## config.mk

```make
export PLATFORM = sky130hd
export DESIGN_NAME = ecg_peak_heart_rate_unit
export DESIGN_NICKNAME = d
export VERILOG_FILES = /design/src/sv/ecgphr_pkg.sv /design/src/sv/ecgphr_cfg_regs.sv /design/src/sv/ecgphr_peak_track.sv /design/src/sv/ecgphr_rate_div.sv /design/src/sv/ecg_peak_heart_rate_unit.sv
export SDC_FILE = /design/constraint.sdc
export NUM_CORES = 1
export LEC_CHECK = 0
export ABC_AREA = 1
export BUFFER_PORTS_ARGS = -buffer_cell sky130_fd_sc_hd__buf_2
export CAP_MARGIN = 20
export CELL_PAD_IN_SITES_DETAIL_PLACEMENT = 0
export CELL_PAD_IN_SITES_GLOBAL_PLACEMENT = 1
export CORE_MARGIN = 1.5
export CORE_UTILIZATION = 43
export CTS_CLUSTER_SIZE = 30
export DETAILED_ROUTE_END_ITERATION = 8
export GPL_TIMING_DRIVEN = 0
export PLACE_DENSITY_LB_ADDON = 0.15
export SLEW_MARGIN = 30
export SYNTH_ARGS = -nofsm -noshare
export SYNTH_HDL_FRONTEND = slang
export SYNTH_HIERARCHICAL = 1
export SYNTH_SLANG_ARGS = --single-unit
```

## constraint.sdc

```tcl
create_clock -name clk -period 5.1 [get_ports clk]
set_input_delay 1.02 -clock clk [delete_from_list [all_inputs] [get_ports clk]]
set_output_delay 1.02 -clock clk [all_outputs]
set_load 0.01 [all_outputs]
```

## src/sv/ecgphr_pkg.sv

```systemverilog
// Package for the ECG peak and heart rate unit: widths, register map and shared types.
// It has no dependencies; every other file of the unit imports it.
package ecgphr_pkg;

    localparam int SAMPLE_BITS = 12;
    localparam int INDEX_BITS  = 16;
    localparam int THR_BITS    = 12;
    localparam int RATE_BITS   = 12;
    localparam int COUNT_BITS  = 15;
    localparam int BPM_BITS    = 25;
    localparam int FRAC_BITS   = 8;
    localparam int DATA_BITS   = 32;
    localparam int ADDR_BITS   = 3;

    localparam int CMP_BITS    = (SAMPLE_BITS > THR_BITS) ? SAMPLE_BITS : THR_BITS;
    localparam int SEC_PER_MIN = 60;
    localparam int MIN_BITS    = $clog2(SEC_PER_MIN + 1);
    localparam int PROD_BITS   = RATE_BITS + COUNT_BITS;
    localparam int SCALED_BITS = PROD_BITS + MIN_BITS;
    localparam int NUM_BITS    = SCALED_BITS + FRAC_BITS;
    localparam int STEP_BITS   = $clog2(NUM_BITS);

    localparam logic [INDEX_BITS-1:0] INDEX_MAX = {INDEX_BITS{1'b1}};
    localparam logic [COUNT_BITS-1:0] COUNT_MAX = {COUNT_BITS{1'b1}};
    localparam logic [BPM_BITS-1:0]   BPM_MAX   = {BPM_BITS{1'b1}};

    // Register select bit of the byte address: threshold at 0, sample rate at 4.
    localparam logic REG_THRESHOLD = 1'b0;
    localparam logic REG_RATE      = 1'b1;

    localparam logic [THR_BITS-1:0]  THR_RESET  = THR_BITS'(126);
    localparam logic [RATE_BITS-1:0] RATE_RESET = RATE_BITS'(20);

    typedef logic [INDEX_BITS-1:0] index_t;
    typedef logic [COUNT_BITS-1:0] count_t;

    typedef struct packed {
        count_t peak_count;
        index_t first_peak;
        index_t last_peak;
        logic   overflow;
    } rec_summary_t;

endpackage

```

## src/sv/ecgphr_cfg_regs.sv

```systemverilog
// Configuration registers of the ECG peak and heart rate unit behind an APB-style port.
// Depends on ecgphr_pkg.
module ecgphr_cfg_regs (
    input  logic                                clk,
    input  logic                                rst_n,
    input  logic                                psel,
    input  logic                                penable,
    input  logic                                pwrite,
    input  logic [ecgphr_pkg::ADDR_BITS-1:0]    paddr,
    input  logic [ecgphr_pkg::DATA_BITS-1:0]    pwdata,
    output logic [ecgphr_pkg::DATA_BITS-1:0]    prdata,
    output logic                                pready,
    output logic signed [ecgphr_pkg::THR_BITS-1:0] peak_threshold,
    output logic [ecgphr_pkg::RATE_BITS-1:0]    sample_rate_hz
);
    import ecgphr_pkg::*;

    logic [THR_BITS-1:0]  thr_reg;
    logic [RATE_BITS-1:0] rate_reg;
    logic                 wr_en;
    logic                 reg_sel;

    assign pready  = 1'b1;
    assign wr_en   = psel & penable & pwrite;
    assign reg_sel = paddr[2];

    always_ff @(posedge clk or negedge rst_n)
    begin
        if (!rst_n)
        begin
            thr_reg  <= THR_RESET;
            rate_reg <= RATE_RESET;
        end
        else if (wr_en)
        begin
            unique case (reg_sel)
                REG_THRESHOLD: thr_reg  <= pwdata[THR_BITS-1:0];
                REG_RATE:      rate_reg <= pwdata[RATE_BITS-1:0];
                default:       thr_reg  <= thr_reg;
            endcase
        end
    end

    always_comb
    begin
        unique case (reg_sel)
            REG_THRESHOLD: prdata = DATA_BITS'(thr_reg);
            REG_RATE:      prdata = DATA_BITS'(rate_reg);
            default:       prdata = '0;
        endcase
    end

    assign peak_threshold = $signed(thr_reg);
    assign sample_rate_hz = rate_reg;

endmodule

```

## src/sv/ecgphr_peak_track.sv

```systemverilog
// Peak tracker: keeps the last two samples, the sample index and the peak statistics.
// Depends on ecgphr_pkg; hands a record summary to the rate divider on the last word.
module ecgphr_peak_track (
    input  logic                                   clk,
    input  logic                                   rst_n,
    input  logic                                   accept,
    input  logic signed [ecgphr_pkg::SAMPLE_BITS-1:0] ecg_sample,
    input  logic                                   record_end,
    input  logic signed [ecgphr_pkg::THR_BITS-1:0] peak_threshold,
    output ecgphr_pkg::rec_summary_t               summary
);
    import ecgphr_pkg::*;

    localparam logic [1:0] FILL_FULL = 2'd2;

    logic signed [SAMPLE_BITS-1:0] older_reg;
    logic signed [SAMPLE_BITS-1:0] newer_reg;
    logic [1:0]                    fill_reg;
    index_t                        index_reg;
    count_t                        count_reg;
    index_t                        first_reg;
    index_t                        last_reg;
    logic                          ovf_reg;

    logic signed [CMP_BITS-1:0] older_ext;
    logic signed [CMP_BITS-1:0] newer_ext;
    logic signed [CMP_BITS-1:0] sample_ext;
    logic signed [CMP_BITS-1:0] thr_ext;
    logic                       is_peak;
    index_t                     peak_index;
    rec_summary_t               summary_next;

    always_comb
    begin
        older_ext  = CMP_BITS'(older_reg);
        newer_ext  = CMP_BITS'(newer_reg);
        sample_ext = CMP_BITS'(ecg_sample);
        thr_ext    = CMP_BITS'(peak_threshold);
        is_peak    = (fill_reg == FILL_FULL) && (newer_ext > older_ext) &&
                     (newer_ext > sample_ext) && (newer_ext > thr_ext);
        peak_index = index_reg - INDEX_BITS'(1);

        summary_next.peak_count = (is_peak && count_reg != COUNT_MAX) ?
                                  count_reg + COUNT_BITS'(1) : count_reg;
        summary_next.first_peak = (is_peak && count_reg == '0) ? peak_index : first_reg;
        summary_next.last_peak  = is_peak ? peak_index : last_reg;
        summary_next.overflow   = ovf_reg || (index_reg == INDEX_MAX);
    end

    assign summary = summary_next;

    always_ff @(posedge clk or negedge rst_n)
    begin
        if (!rst_n)
        begin
            older_reg <= '0;
            newer_reg <= '0;
            fill_reg  <= '0;
            index_reg <= '0;
            count_reg <= '0;
            first_reg <= '0;
            last_reg  <= '0;
            ovf_reg   <= 1'b0;
        end
        else if (accept)
        begin
            if (record_end)
            begin
                older_reg <= '0;
                newer_reg <= '0;
                fill_reg  <= '0;
                index_reg <= '0;
                count_reg <= '0;
                first_reg <= '0;
                last_reg  <= '0;
                ovf_reg   <= 1'b0;
            end
            else
            begin
                older_reg <= newer_reg;
                newer_reg <= ecg_sample;
                if (fill_reg != FILL_FULL)
                begin
                    fill_reg <= fill_reg + 2'd1;
                end
                if (index_reg != INDEX_MAX)
                begin
                    index_reg <= index_reg + INDEX_BITS'(1);
                end
                count_reg <= summary_next.peak_count;
                first_reg <= summary_next.first_peak;
                last_reg  <= summary_next.last_peak;
                ovf_reg   <= summary_next.overflow;
            end
        end
    end

endmodule

```

## src/sv/ecgphr_rate_div.sv

```systemverilog
// Heart rate engine: forms 60 * rate * (count - 1) * 256 and divides it by the peak span
// with a bit-serial restoring divider, then holds the result word. Depends on ecgphr_pkg.
module ecgphr_rate_div (
    input  logic                                clk,
    input  logic                                rst_n,
    input  logic                                start,
    input  ecgphr_pkg::rec_summary_t            summary,
    input  logic [ecgphr_pkg::RATE_BITS-1:0]    sample_rate_hz,
    output logic                                busy,
    output logic                                out_valid,
    input  logic                                out_stall,
    output logic [ecgphr_pkg::BPM_BITS-1:0]     bpm_q8,
    output logic [ecgphr_pkg::COUNT_BITS-1:0]   peaks_found,
    output logic                                rate_valid,
    output logic                                index_overflow
);
    import ecgphr_pkg::*;

    typedef enum logic [2:0] {
        ST_IDLE,
        ST_MULT,
        ST_SCALE,
        ST_DIV,
        ST_HOLD
    } state_t;

    state_t                 state_reg;
    logic [RATE_BITS-1:0]   rate_reg;
    count_t                 count_reg;
    index_t                 span_reg;
    logic                   valid_reg;
    logic                   ovf_reg;
    logic [PROD_BITS-1:0]   prod_reg;
    logic [NUM_BITS-1:0]    quot_reg;
    index_t                 rem_reg;
    logic [STEP_BITS-1:0]   step_reg;
    logic                   out_valid_reg;
    logic [BPM_BITS-1:0]    bpm_reg;
    count_t                 peaks_reg;
    logic                   rate_valid_reg;
    logic                   ovf_out_reg;

    logic                   rec_valid;
    logic [INDEX_BITS:0]    trial;
    logic                   fits;
    index_t                 rem_next;
    logic [SCALED_BITS-1:0] scaled;
    logic [BPM_BITS-1:0]    bpm_next;
    logic                   slot_free;
    logic                   load_out;
    logic                   out_valid_next;

    always_comb
    begin
        rec_valid = (summary.peak_count >= COUNT_BITS'(2)) &&
                    (summary.last_peak > summary.first_peak);
        trial     = {rem_reg, quot_reg[NUM_BITS-1]};
        fits      = trial >= {1'b0, span_reg};
        rem_next  = fits ? INDEX_BITS'(trial - {1'b0, span_reg}) : trial[INDEX_BITS-1:0];
        scaled    = SCALED_BITS'(prod_reg) * SCALED_BITS'(SEC_PER_MIN);
        bpm_next  = (quot_reg[NUM_BITS-1:BPM_BITS] != '0) ? BPM_MAX
                                                          : quot_reg[BPM_BITS-1:0];
        slot_free = !out_valid_reg || !out_stall;
        load_out  = (state_reg == ST_HOLD) && slot_free;
        out_valid_next = load_out || (out_valid_reg && out_stall);
    end

    always_ff @(posedge clk or negedge rst_n)
    begin
        if (!rst_n)
        begin
            state_reg      <= ST_IDLE;
            out_valid_reg  <= 1'b0;
            rate_reg       <= '0;
            count_reg      <= '0;
            span_reg       <= '0;
            valid_reg      <= 1'b0;
            ovf_reg        <= 1'b0;
            prod_reg       <= '0;
            quot_reg       <= '0;
            rem_reg        <= '0;
            step_reg       <= '0;
            bpm_reg        <= '0;
            peaks_reg      <= '0;
            rate_valid_reg <= 1'b0;
            ovf_out_reg    <= 1'b0;
        end
        else
        begin
            out_valid_reg <= out_valid_next;
            unique case (state_reg)
                ST_IDLE:
                begin
                    if (start)
                    begin
                        rate_reg  <= sample_rate_hz;
                        count_reg <= summary.peak_count;
                        span_reg  <= summary.last_peak - summary.first_peak;
                        valid_reg <= rec_valid;
                        ovf_reg   <= summary.overflow;
                        quot_reg  <= '0;
                        state_reg <= rec_valid ? ST_MULT : ST_HOLD;
                    end
                end
                ST_MULT:
                begin
                    prod_reg  <= PROD_BITS'(rate_reg) *
                                 PROD_BITS'(count_reg - COUNT_BITS'(1));
                    state_reg <= ST_SCALE;
                end
                ST_SCALE:
                begin
                    quot_reg  <= {scaled, {FRAC_BITS{1'b0}}};
                    rem_reg   <= '0;
                    step_reg  <= STEP_BITS'(NUM_BITS - 1);
                    state_reg <= ST_DIV;
                end
                ST_DIV:
                begin
                    rem_reg  <= rem_next;
                    quot_reg <= {quot_reg[NUM_BITS-2:0], fits};
                    if (step_reg == '0)
                    begin
                        state_reg <= ST_HOLD;
                    end
                    else
                    begin
                        step_reg <= step_reg - STEP_BITS'(1);
                    end
                end
                ST_HOLD:
                begin
                    if (load_out)
                    begin
                        bpm_reg        <= bpm_next;
                        peaks_reg      <= count_reg;
                        rate_valid_reg <= valid_reg;
                        ovf_out_reg    <= ovf_reg;
                        state_reg      <= ST_IDLE;
                    end
                end
                default:
                begin
                    state_reg <= ST_IDLE;
                end
            endcase
        end
    end

    assign busy           = (state_reg != ST_IDLE);
    assign out_valid      = out_valid_reg;
    assign bpm_q8         = bpm_reg;
    assign peaks_found    = peaks_reg;
    assign rate_valid     = rate_valid_reg;
    assign index_overflow = ovf_out_reg;

endmodule

```

## src/sv/ecg_peak_heart_rate_unit.sv

```systemverilog
// Top level of the ECG R peak detector and heart rate unit.
// Depends on ecgphr_pkg, ecgphr_cfg_regs, ecgphr_peak_track and ecgphr_rate_div.
//
//   Channel   Handshake                 Payload
//   input     in_valid / in_stall       ecg_sample, record_end
//   output    out_valid / out_stall     bpm_q8, peaks_found, rate_valid, index_overflow
//   config    psel, penable, pready     paddr, pwdata, pwrite, prdata
//
// A sample word is taken whenever in_valid is high and the rate engine is idle. The last word
// of a record starts the rate engine, and input stalls through multiply, scale and a 41-step
// serial divide, or only through the hold state when no rate can be formed.
// Reset clears all record state and loads the register reset values.
// Sample words keep flowing while a result waits under out_stall, but the next record's
// last word keeps the input stalled until that earlier result has been taken.
module ecg_peak_heart_rate_unit (
    input  logic                                   clk,
    input  logic                                   rst_n,
    input  logic                                   psel,
    input  logic                                   penable,
    input  logic                                   pwrite,
    input  logic [ecgphr_pkg::ADDR_BITS-1:0]       paddr,
    input  logic [ecgphr_pkg::DATA_BITS-1:0]       pwdata,
    output logic [ecgphr_pkg::DATA_BITS-1:0]       prdata,
    output logic                                   pready,
    input  logic                                   in_valid,
    output logic                                   in_stall,
    input  logic signed [ecgphr_pkg::SAMPLE_BITS-1:0] ecg_sample,
    input  logic                                   record_end,
    output logic                                   out_valid,
    input  logic                                   out_stall,
    output logic [ecgphr_pkg::BPM_BITS-1:0]        bpm_q8,
    output logic [ecgphr_pkg::COUNT_BITS-1:0]      peaks_found,
    output logic                                   rate_valid,
    output logic                                   index_overflow
);
    import ecgphr_pkg::*;

    logic signed [THR_BITS-1:0] peak_threshold;
    logic [RATE_BITS-1:0]       sample_rate_hz;
    logic                       accept;
    logic                       busy;
    rec_summary_t               summary;

    assign in_stall = busy;
    assign accept   = in_valid && !busy;

    ecgphr_cfg_regs u_cfg (
        .clk            (clk),
        .rst_n          (rst_n),
        .psel           (psel),
        .penable        (penable),
        .pwrite         (pwrite),
        .paddr          (paddr),
        .pwdata         (pwdata),
        .prdata         (prdata),
        .pready         (pready),
        .peak_threshold (peak_threshold),
        .sample_rate_hz (sample_rate_hz)
    );

    ecgphr_peak_track u_track (
        .clk            (clk),
        .rst_n          (rst_n),
        .accept         (accept),
        .ecg_sample     (ecg_sample),
        .record_end     (record_end),
        .peak_threshold (peak_threshold),
        .summary        (summary)
    );

    ecgphr_rate_div u_div (
        .clk            (clk),
        .rst_n          (rst_n),
        .start          (accept && record_end),
        .summary        (summary),
        .sample_rate_hz (sample_rate_hz),
        .busy           (busy),
        .out_valid      (out_valid),
        .out_stall      (out_stall),
        .bpm_q8         (bpm_q8),
        .peaks_found    (peaks_found),
        .rate_valid     (rate_valid),
        .index_overflow (index_overflow)
    );

endmodule

```

==> impl_metrics.toml, run 1 <==
[status]
status = "complete, but fails checks"
violations = "setup timing"

[cts]
clockRootBuffer = "clkbuf_16"
cts_sinks = 295
tritoncts = "built"
clk_path_buf_depth = 3
clkSlewWorstSetupHoldPaths_ns = 0.06
h-tree-depth = 2
cts_buffers = 38
ctsHoldBuffers = 0
clk_latency_ns = 0.55

[timing]
fmax_mhz = 173
setup_slack_ns = -0.676
hold_viol_final = 0
worst_pin_slew_ns = 0.812
fin_skew_ns = 0.0143
slew_headroom_pct = 45.9
setup_violations = 17
final_max_slew_viol_count = 0
min_period_ns = 5.78
rsz0062_at_grt = "true"
fin_crit_sh_pct = 113

[synthesis]
synth_edf_count = 0
ys_seq_area_share_pct = 27.6
synth_cell_type_count = 55
synth_cells = 3552
synth_flop_cell = "dfrtp_1"
async_reset_ff_share_pct = 100
ys_seq_elements = 295
ys_warn_count = 6
syn_area_sq_um = 26800
syn-mean-instance-area_sq_um = 7.54

[floorplanning]
io_pins = 132
dieArea_sq_um = 63800
die_y_um = 253
rows = 91
core_area_sq_um = 61600
die_w_um = 253
start_util_pct = 43.5

[route]
dr.pass1.iters = 7
ant_nets = 0
vias = 23585
post_drt_wl_per_cell_um = 17.1
vias_per_cell = 5.08
drc_errors = 0
drtIter0Drc = 1284
finalWirelength_mm = 79.3

[final_layout]
fin_nets = 4225
final_common_cell = "nand2_1"
layout_common_cells = "861 x nand2_1, 565 x inv_1, 285 x dfrtp_1, 250 x nor2_1, 228 x nand3_1"
area_growth_syn_to_layout_pct = 17.7
largest_register_ffs = 41
fillers = 6010
n_antenna_cell = 0
final_cell_area_sq_um = 31500
drive_above_1_share_pct = 15.1

[worst_setup_path]
reg2reg_depth = 26
critPathKind = "register to register"
critPathCaptureType = "register"
critical_path.max_fanout = 5
worstPathArrival_ns = 6.26
required_ns = 5.58
worstSetupStartpointType = "register"

[global_routing]
grt_max_degree = 83
grt_overflow_total = 0
antenna_found_initial = 0
grt_pass1_wl_mm = 129
first_global_vias = 24058
grt_use_total_pct = 25.4

[placed_design]
portBuffers = 87
dp_slack_ns = -1.12
placed_cell_area_sq_um = 28800
gp_congestion = 0.899
dp.final_hpwl_mm = 63.9

[min_path]
hold_path.class = "input pin to asynchronous set/reset pin"

[flow_run]
maxCapViolCount = 0
-- cell type report --
| type | instances | area [sq um] | area share [%] |
|---|---|---|---|
| Multi-Input combinational cell | 2522 | 17600 | 55.9 |
| Sequential cell | 295 | 7390 | 23.5 |
| Inverter | 637 | 2430 | 7.71 |
| Timing Repair Buffer | 164 | 1170 | 3.70 |
| Clock buffer | 54 | 1100 | 3.50 |
| Tap cell | 837 | 1050 | 3.32 |
| Buffer | 117 | 631 | 2.00 |
| Clock inverter | 15 | 131 | 0.417 |
-- cells in the mapped netlist, types with 32 or more instances --
library cell	count	area share, %
fa_1	223	17
ha_1	172	8.0
nor3_1	34	0.64
o22ai_1	34	0.79
dfrtp_1	287	27
nand3_1	246	4.6
inv_1	623	8.7
o21ai_0	202	3.8
nor2_1	280	3.9
clkbuf_1	58	0.81
nand2_1	916	13
nand4_1	32	0.75
a21oi_1	121	2.3
-- worst paths after layout --
path,start,to,slack [ns]
max,u_div/count_reg[4],u_div/prod_reg[26],-0.68
min,rst_n,u_div/bpm_q8[19],0.43
max reg2reg,u_div/count_reg[4],u_div/prod_reg[26],-0.68
min reg2reg,u_cfg/peak_threshold[2],u_cfg/peak_threshold[2],0.47
max in group asynchronous,rst_n,u_cfg/peak_threshold[3],3.07
min in group clk,u_cfg/peak_threshold[2],u_cfg/peak_threshold[2],0.47
-- through the flow --
stage               cells  setup TNS [ns]  utilization (%)  hold slack [ns]
floorplan            3571         -0.0285                -            0.443
global placement     4495         -794.90             46.5            0.455
detailed placement   4498          -12.81             46.7            0.465
CTS                  4615           -5.57             50.4            0.444
global route         4641          -11.21             51.2            0.473
finish               4641           -7.67             51.2            0.430
-- layer usage --
metal	share of wire, %	vias up	track usage [%]
met1	45	11483	33.8
met2	48	439	43.4
met3	4.2	93	3.29
met4	2.3	0	6.35
met5	0	-	0
li1	-	11570	-
-- critical path, cell delays in order (launching register included) --
cell and delay, ns:
dfrtp_1 0.41, nor2_2 0.19, nand2_2 0.09, nor2_4 0.20, buf_6 0.15, nand2_8 0.08, nor2_4 0.14, inv_2 0.05
fa_1 0.52, fa_2 0.61, clkinv_4 0.11, buf_12 0.15, fa_1 0.50, fa_1 0.50, inv_1 0.06, fa_2 0.59
inv_2 0.07, ha_4 0.30, nand2_4 0.06, nor2_4 0.12, and3_4 0.22, nand3_4 0.08, nand3_4 0.16, inv_2 0.06
nand3_4 0.10, nand3_2 0.09, nand2_1 0.09
-- kinds of logic (layout without fill, tap and decap cells) --
logic type	count (synthesis)	count (layout)	synth area share, %
flops	295	295	27.6
buf+inv	754	987	11.3
compound gates	447	447	9.27
fa+ha+maj	395	395	24.7
xor+xnor	57	57	1.86
other cells	2	21	0.0281
simple gates	1602	1602	25.2
-- what timing repair did --
item,CTS,global route
setup endpoints to repair,19,19
pin swaps,108,120
gates resized for setup,191,94
hold endpoints to repair,0,0
setup buffers,48,27
Power of run 1 is left out: the tool's default activity adds up to more than one toggle a clock period on the data nets, which glitch-free logic cannot reach.
==> run 2, diff against run 1 <==
--- a/config.mk
+++ b/config.mk
@@ -15,7 +15,8 @@
 export CTS_CLUSTER_SIZE = 30
 export DETAILED_ROUTE_END_ITERATION = 8
 export GPL_TIMING_DRIVEN = 0
-export PLACE_DENSITY_LB_ADDON = 0.15
+export MAX_ROUTING_LAYER = met4
+export PLACE_DENSITY = 0.84
 export SLEW_MARGIN = 30
 export SYNTH_ARGS = -nofsm -noshare
 export SYNTH_HDL_FRONTEND = slang
==> run 2 against run 1 <==
Effect of this change: the flow still finishes with violations (setup timing); sequential share of layout area is 0.25 points higher; hold slack lost 0.057 ns; critical path depth increased by 2; non-clock buffer count decreased by 9; register-to-register slack better by 0.14 ns; via count down 1.1%; worst setup slack improved by 0.14 ns; largest cell class unchanged.
==> impl_metrics.toml, run 2 (synthesis results as in run 1) <==
[final_layout]
final_common_cell = "nand2_1"
layout_common_cells = "872 x nand2_1, 578 x inv_1, 281 x dfrtp_1, 247 x nor2_1, 230 x nand3_1"
area_growth_syn_to_layout_pct = 16.6
final_cell_area_sq_um = 31200
largest_register_ffs = 41
drive_above_1_share_pct = 14.1
final_cells = 4628
fin_nets = 4214
n_antenna_cell = 0

[timing]
setup_violations = 17
worst_pin_slew_ns = 0.717
setup_slack_ns = -0.540
min_period_ns = 5.64
fin_crit_sh_pct = 111
hold_slack_ns = 0.373
fin_skew_ns = 0.0168
final_max_slew_viol_count = 0
rsz0062_at_grt = "true"
slew_headroom_pct = 52.2
fmax_mhz = 177
hold_viol_final = 0
timing.setup.tns_ns = -6.91

[floorplanning]
die_w_um = 253
core_area_sq_um = 61600
io_pins = 132
rows = 91
die_y_um = 253
start_util_pct = 43.5
dieArea_sq_um = 63800

[cts]
cts_sinks = 295
ctsHoldBuffers = 0
h-tree-depth = 2
clk_path_buf_depth = 3
clockRootBuffer = "clkbuf_16"
clkSlewWorstSetupHoldPaths_ns = 0.06
clk_latency_ns = 0.56
cts_buffers = 36
tritoncts = "built"

[worst_setup_path]
worstPathArrival_ns = 6.13
required_ns = 5.59
critPathBufInv = 7
crit_start = "u_div/count_reg[6]"
critPathKind = "register to register"
critPathCaptureType = "register"
r2r_end = "u_div/prod_reg[26]"
crit_top_cell = "fa_1"
critical-path-slowest-cell = "fa_1"
critical_path.max_fanout = 5
reg2reg_depth = 28
reg2reg_from = "u_div/count_reg[6]"
critPathMaxStageDelay_ns = 0.54
reg2reg_slack_ns = -0.54
worstSetupStartpointType = "register"
crit_family = "adder cells"

[global_routing]
grt_max_degree = 86
grt_pass1_wl_mm = 121
grt_use_total_pct = 24.4
antenna_found_initial = 0
first_global_vias = 22840
grt_overflow_total = 0

[route]
dr.pass1.iters = 7
vias_per_cell = 5.04
finalWirelength_mm = 74.1
ant_nets = 0
drtIter0Drc = 1502
post_drt_wl_per_cell_um = 16.0
vias = 23335
drc_errors = 0

[placed_design]
placed_cell_area_sq_um = 28800
portBuffers = 87
gp_congestion = 0.919
dp.final_hpwl_mm = 58.8
dp_cells = 4499

[min_path]
hold_path.class = "input pin to asynchronous set/reset pin"

[flow_run]
maxCapViolCount = 0

[status]
status = "complete, but fails checks"
violations = "setup timing"
run 2: what timing repair did:
item | CTS | global route
pin swaps | 62 | 63
endpoints found under the setup margin | 19 | 19
gates cloned | 0 | 0
hold endpoints to repair | 0 | 0
buffers inserted | 40 | 24
resized for setup | 133 | 105
run 2: final cells by class:
type,instances,area (sq um)
buffer,117,631
timing repair buffer,155,1070
fill,6044,30400
clock inverter,13,113
sequential,295,7400
inverter,637,2420
multi-input combinational,2522,17500
clock buffer,52,1050
tap,837,1050
run 2: stage by stage:
stage	utilization (%)	worst slack, ns
3_5_place_dp	46.7	-1.03
2_1_floorplan	-	-0.0224
4_1_cts	49.9	-0.440
5_1_grt	50.7	-0.800
6_report	50.7	-0.540
3_3_place_gp	46.5	-2.85
run 2: how the worst max path moves through the flow:
stage	endpoint	cells past startpoint
floorplan	u_div/prod_reg[23]	26
global placement	u_track/newer_ext[5]	1
detailed placement	u_div/prod_reg[26]	26
CTS	u_div/prod_reg[22]	29
global route	u_div/prod_reg[21]	28
finish	u_div/prod_reg[26]	28
run 2: layer usage:
layer | track usage [%] | up-vias | share of wire (%)
li1 | - | 11568 | -
met1 | 33.5 | 11093 | 46
met2 | 38.7 | 572 | 47
met3 | 2.46 | 102 | 4.6
met4 | 6.12 | 0 | 2.3
met5 | - | - | 0
Power of run 2 is left out for the same reason.
==> run 3, diff against run 2 <==
--- a/config.mk
+++ b/config.mk
@@ -12,6 +12,7 @@
 export CELL_PAD_IN_SITES_GLOBAL_PLACEMENT = 1
 export CORE_MARGIN = 1.5
 export CORE_UTILIZATION = 43
+export CTS_BUF_LIST = sky130_fd_sc_hd__clkbuf_4 sky130_fd_sc_hd__clkbuf_8 sky130_fd_sc_hd__clkbuf_16
 export CTS_CLUSTER_SIZE = 30
 export DETAILED_ROUTE_END_ITERATION = 8
 export GPL_TIMING_DRIVEN = 0
==> run 3 against run 2 <==
Effect of this change: the run still ends with setup timing left; core utilization rose by 0.055 points; highest routed layer unchanged; critical path depth rose by 2; via count barely moved; clock skew rose by 0.0049 ns; cell area rose by 0.11%; worst setup slack got worse by 0.0038 ns; global-route usage barely moved.
==> impl_metrics.toml, run 3 (synthesis results as in run 1) <==
[global_routing]
grt_max_degree = 86
antenna_found_initial = 0
grt_use_total_pct = 24.4
grt_pass1_wl_mm = 121
grt_overflow_total = 0
first_global_vias = 22816

[route]
vias = 23312
ant_nets = 0
finalWirelength_mm = 74.0
dr.pass1.iters = 5
drc_errors = 0
drtIter0Drc = 1501
vias_per_cell = 5.04
post_drt_wl_per_cell_um = 16.0

[floorplanning]
die_y_um = 253
dieArea_sq_um = 63800
start_util_pct = 43.5
rows = 91
io_pins = 132
die_w_um = 253
core_area_sq_um = 61600

[timing]
hold_slack_ns = 0.373
slew_headroom_pct = 53.8
final_max_slew_viol_count = 0
setup_violations = 17
fin_skew_ns = 0.0217
hold_viol_final = 0
worst_pin_slew_ns = 0.693
fmax_mhz = 177
rsz0062_at_grt = "true"
setup_slack_ns = -0.544
min_period_ns = 5.64
fin_crit_sh_pct = 111

[status]
status = "complete, but fails checks"
violations = "setup timing"

[final_layout]
n_antenna_cell = 0
fin_nets = 4214
largest_register_ffs = 41
final_core_util_pct = 50.7
regArea_sq_um = 7400
area_growth_syn_to_layout_pct = 16.7
layout_common_cells = "872 x nand2_1, 578 x inv_1, 281 x dfrtp_1, 247 x nor2_1, 230 x nand3_1"
multi_input_area_sq_um = 17500
drive_above_1_share_pct = 14.3
fillers = 6039
final_common_cell = "nand2_1"

[cts]
cts_sinks = 295
ctsHoldBuffers = 0
tritoncts = "built"
clockRootBuffer = "clkbuf_16"
clk_path_buf_depth = 3
clk_latency_ns = 0.56
h-tree-depth = 2
clkSlewWorstSetupHoldPaths_ns = 0.06
cts_buffers = 36

[worst_setup_path]
required_ns = 5.54
worstPathArrival_ns = 6.09
worstSetupStartpointType = "register"
crit_top_cell = "fa_1"
critPathKind = "register to register"
critPathCaptureType = "register"
critical_path.max_fanout = 5
critPathMaxStageDelay_ns = 0.54
critical-path-slowest-cell = "fa_1"

[placed_design]
portBuffers = 87
dp.final_hpwl_mm = 58.8
dp_slack_ns = -1.03
gp_congestion = 0.919

[flow_run]
maxCapViolCount = 0

[min_path]
hold_path.class = "input pin to asynchronous set/reset pin"
run 3: cell types whose count changed in the layout (fill, tap and decap cells not counted):
cell / delta
clkbuf_4: +9
clkbuf_1: -9
run 3: through the flow:
step	instance area [sq um]	instances	TNS, ns
2_1_floorplan	27200	3571	-0.0285
3_3_place_gp	28700	4495	-819.91
3_5_place_dp	28800	4499	-11.94
4_1_cts	30800	4604	-5.57
5_1_grt	31200	4628	-10.90
6_report	31200	4628	-6.94
run 3: critical path, delay by kind of cell (launching register included):
family,cells,cell delay [ns]
buffers and inverters,8,0.60
and+or+nand+nor,14,1.42
AOI/OAI and AO/OA,2,0.21
DFF,1,0.44
adders and majority gates,6,2.85
run 3: final cells by class:
type                    instances  area share [%]
repair buffers                155            3.42
flip-flops and latches        295            23.7
clock inverters                13           0.360
inverters                     637            7.76
plain buffers                 117            2.02
multi-input cells            2522            55.9
well taps                     837            3.35
clock buffers                  52            3.48
run 3: routing by layer:
layer,part of all wire [%],track usage [%]
met1,46,33.5
met5,0,-
met2,47,38.8
met4,2.1,5.95
met3,4.9,2.46
run 3: timing repair:
action,in CTS,in global routing
setup buffers,40,24
pin swaps,62,63
endpoints found under the setup margin,19,19
resized for setup,133,105
run 3: worst paths after layout:
check	end	start	slack, ns	cells past startpoint
min in group clk	u_track/last_reg[7]	u_track/last_reg[7]	0.47	2
hold reg to reg	u_track/last_reg[7]	u_track/last_reg[7]	0.47	2
max in group asynchronous	u_cfg/peak_threshold[6]	rst_n	3.60	3
hold / removal	u_div/bpm_q8[3]	rst_n	0.37	1
setup reg to reg	u_div/prod_reg[26]	u_div/count_reg[3]	-0.54	30
setup / recovery	u_div/prod_reg[26]	u_div/count_reg[3]	-0.54	30
Power of run 3 is left out for the same reason.
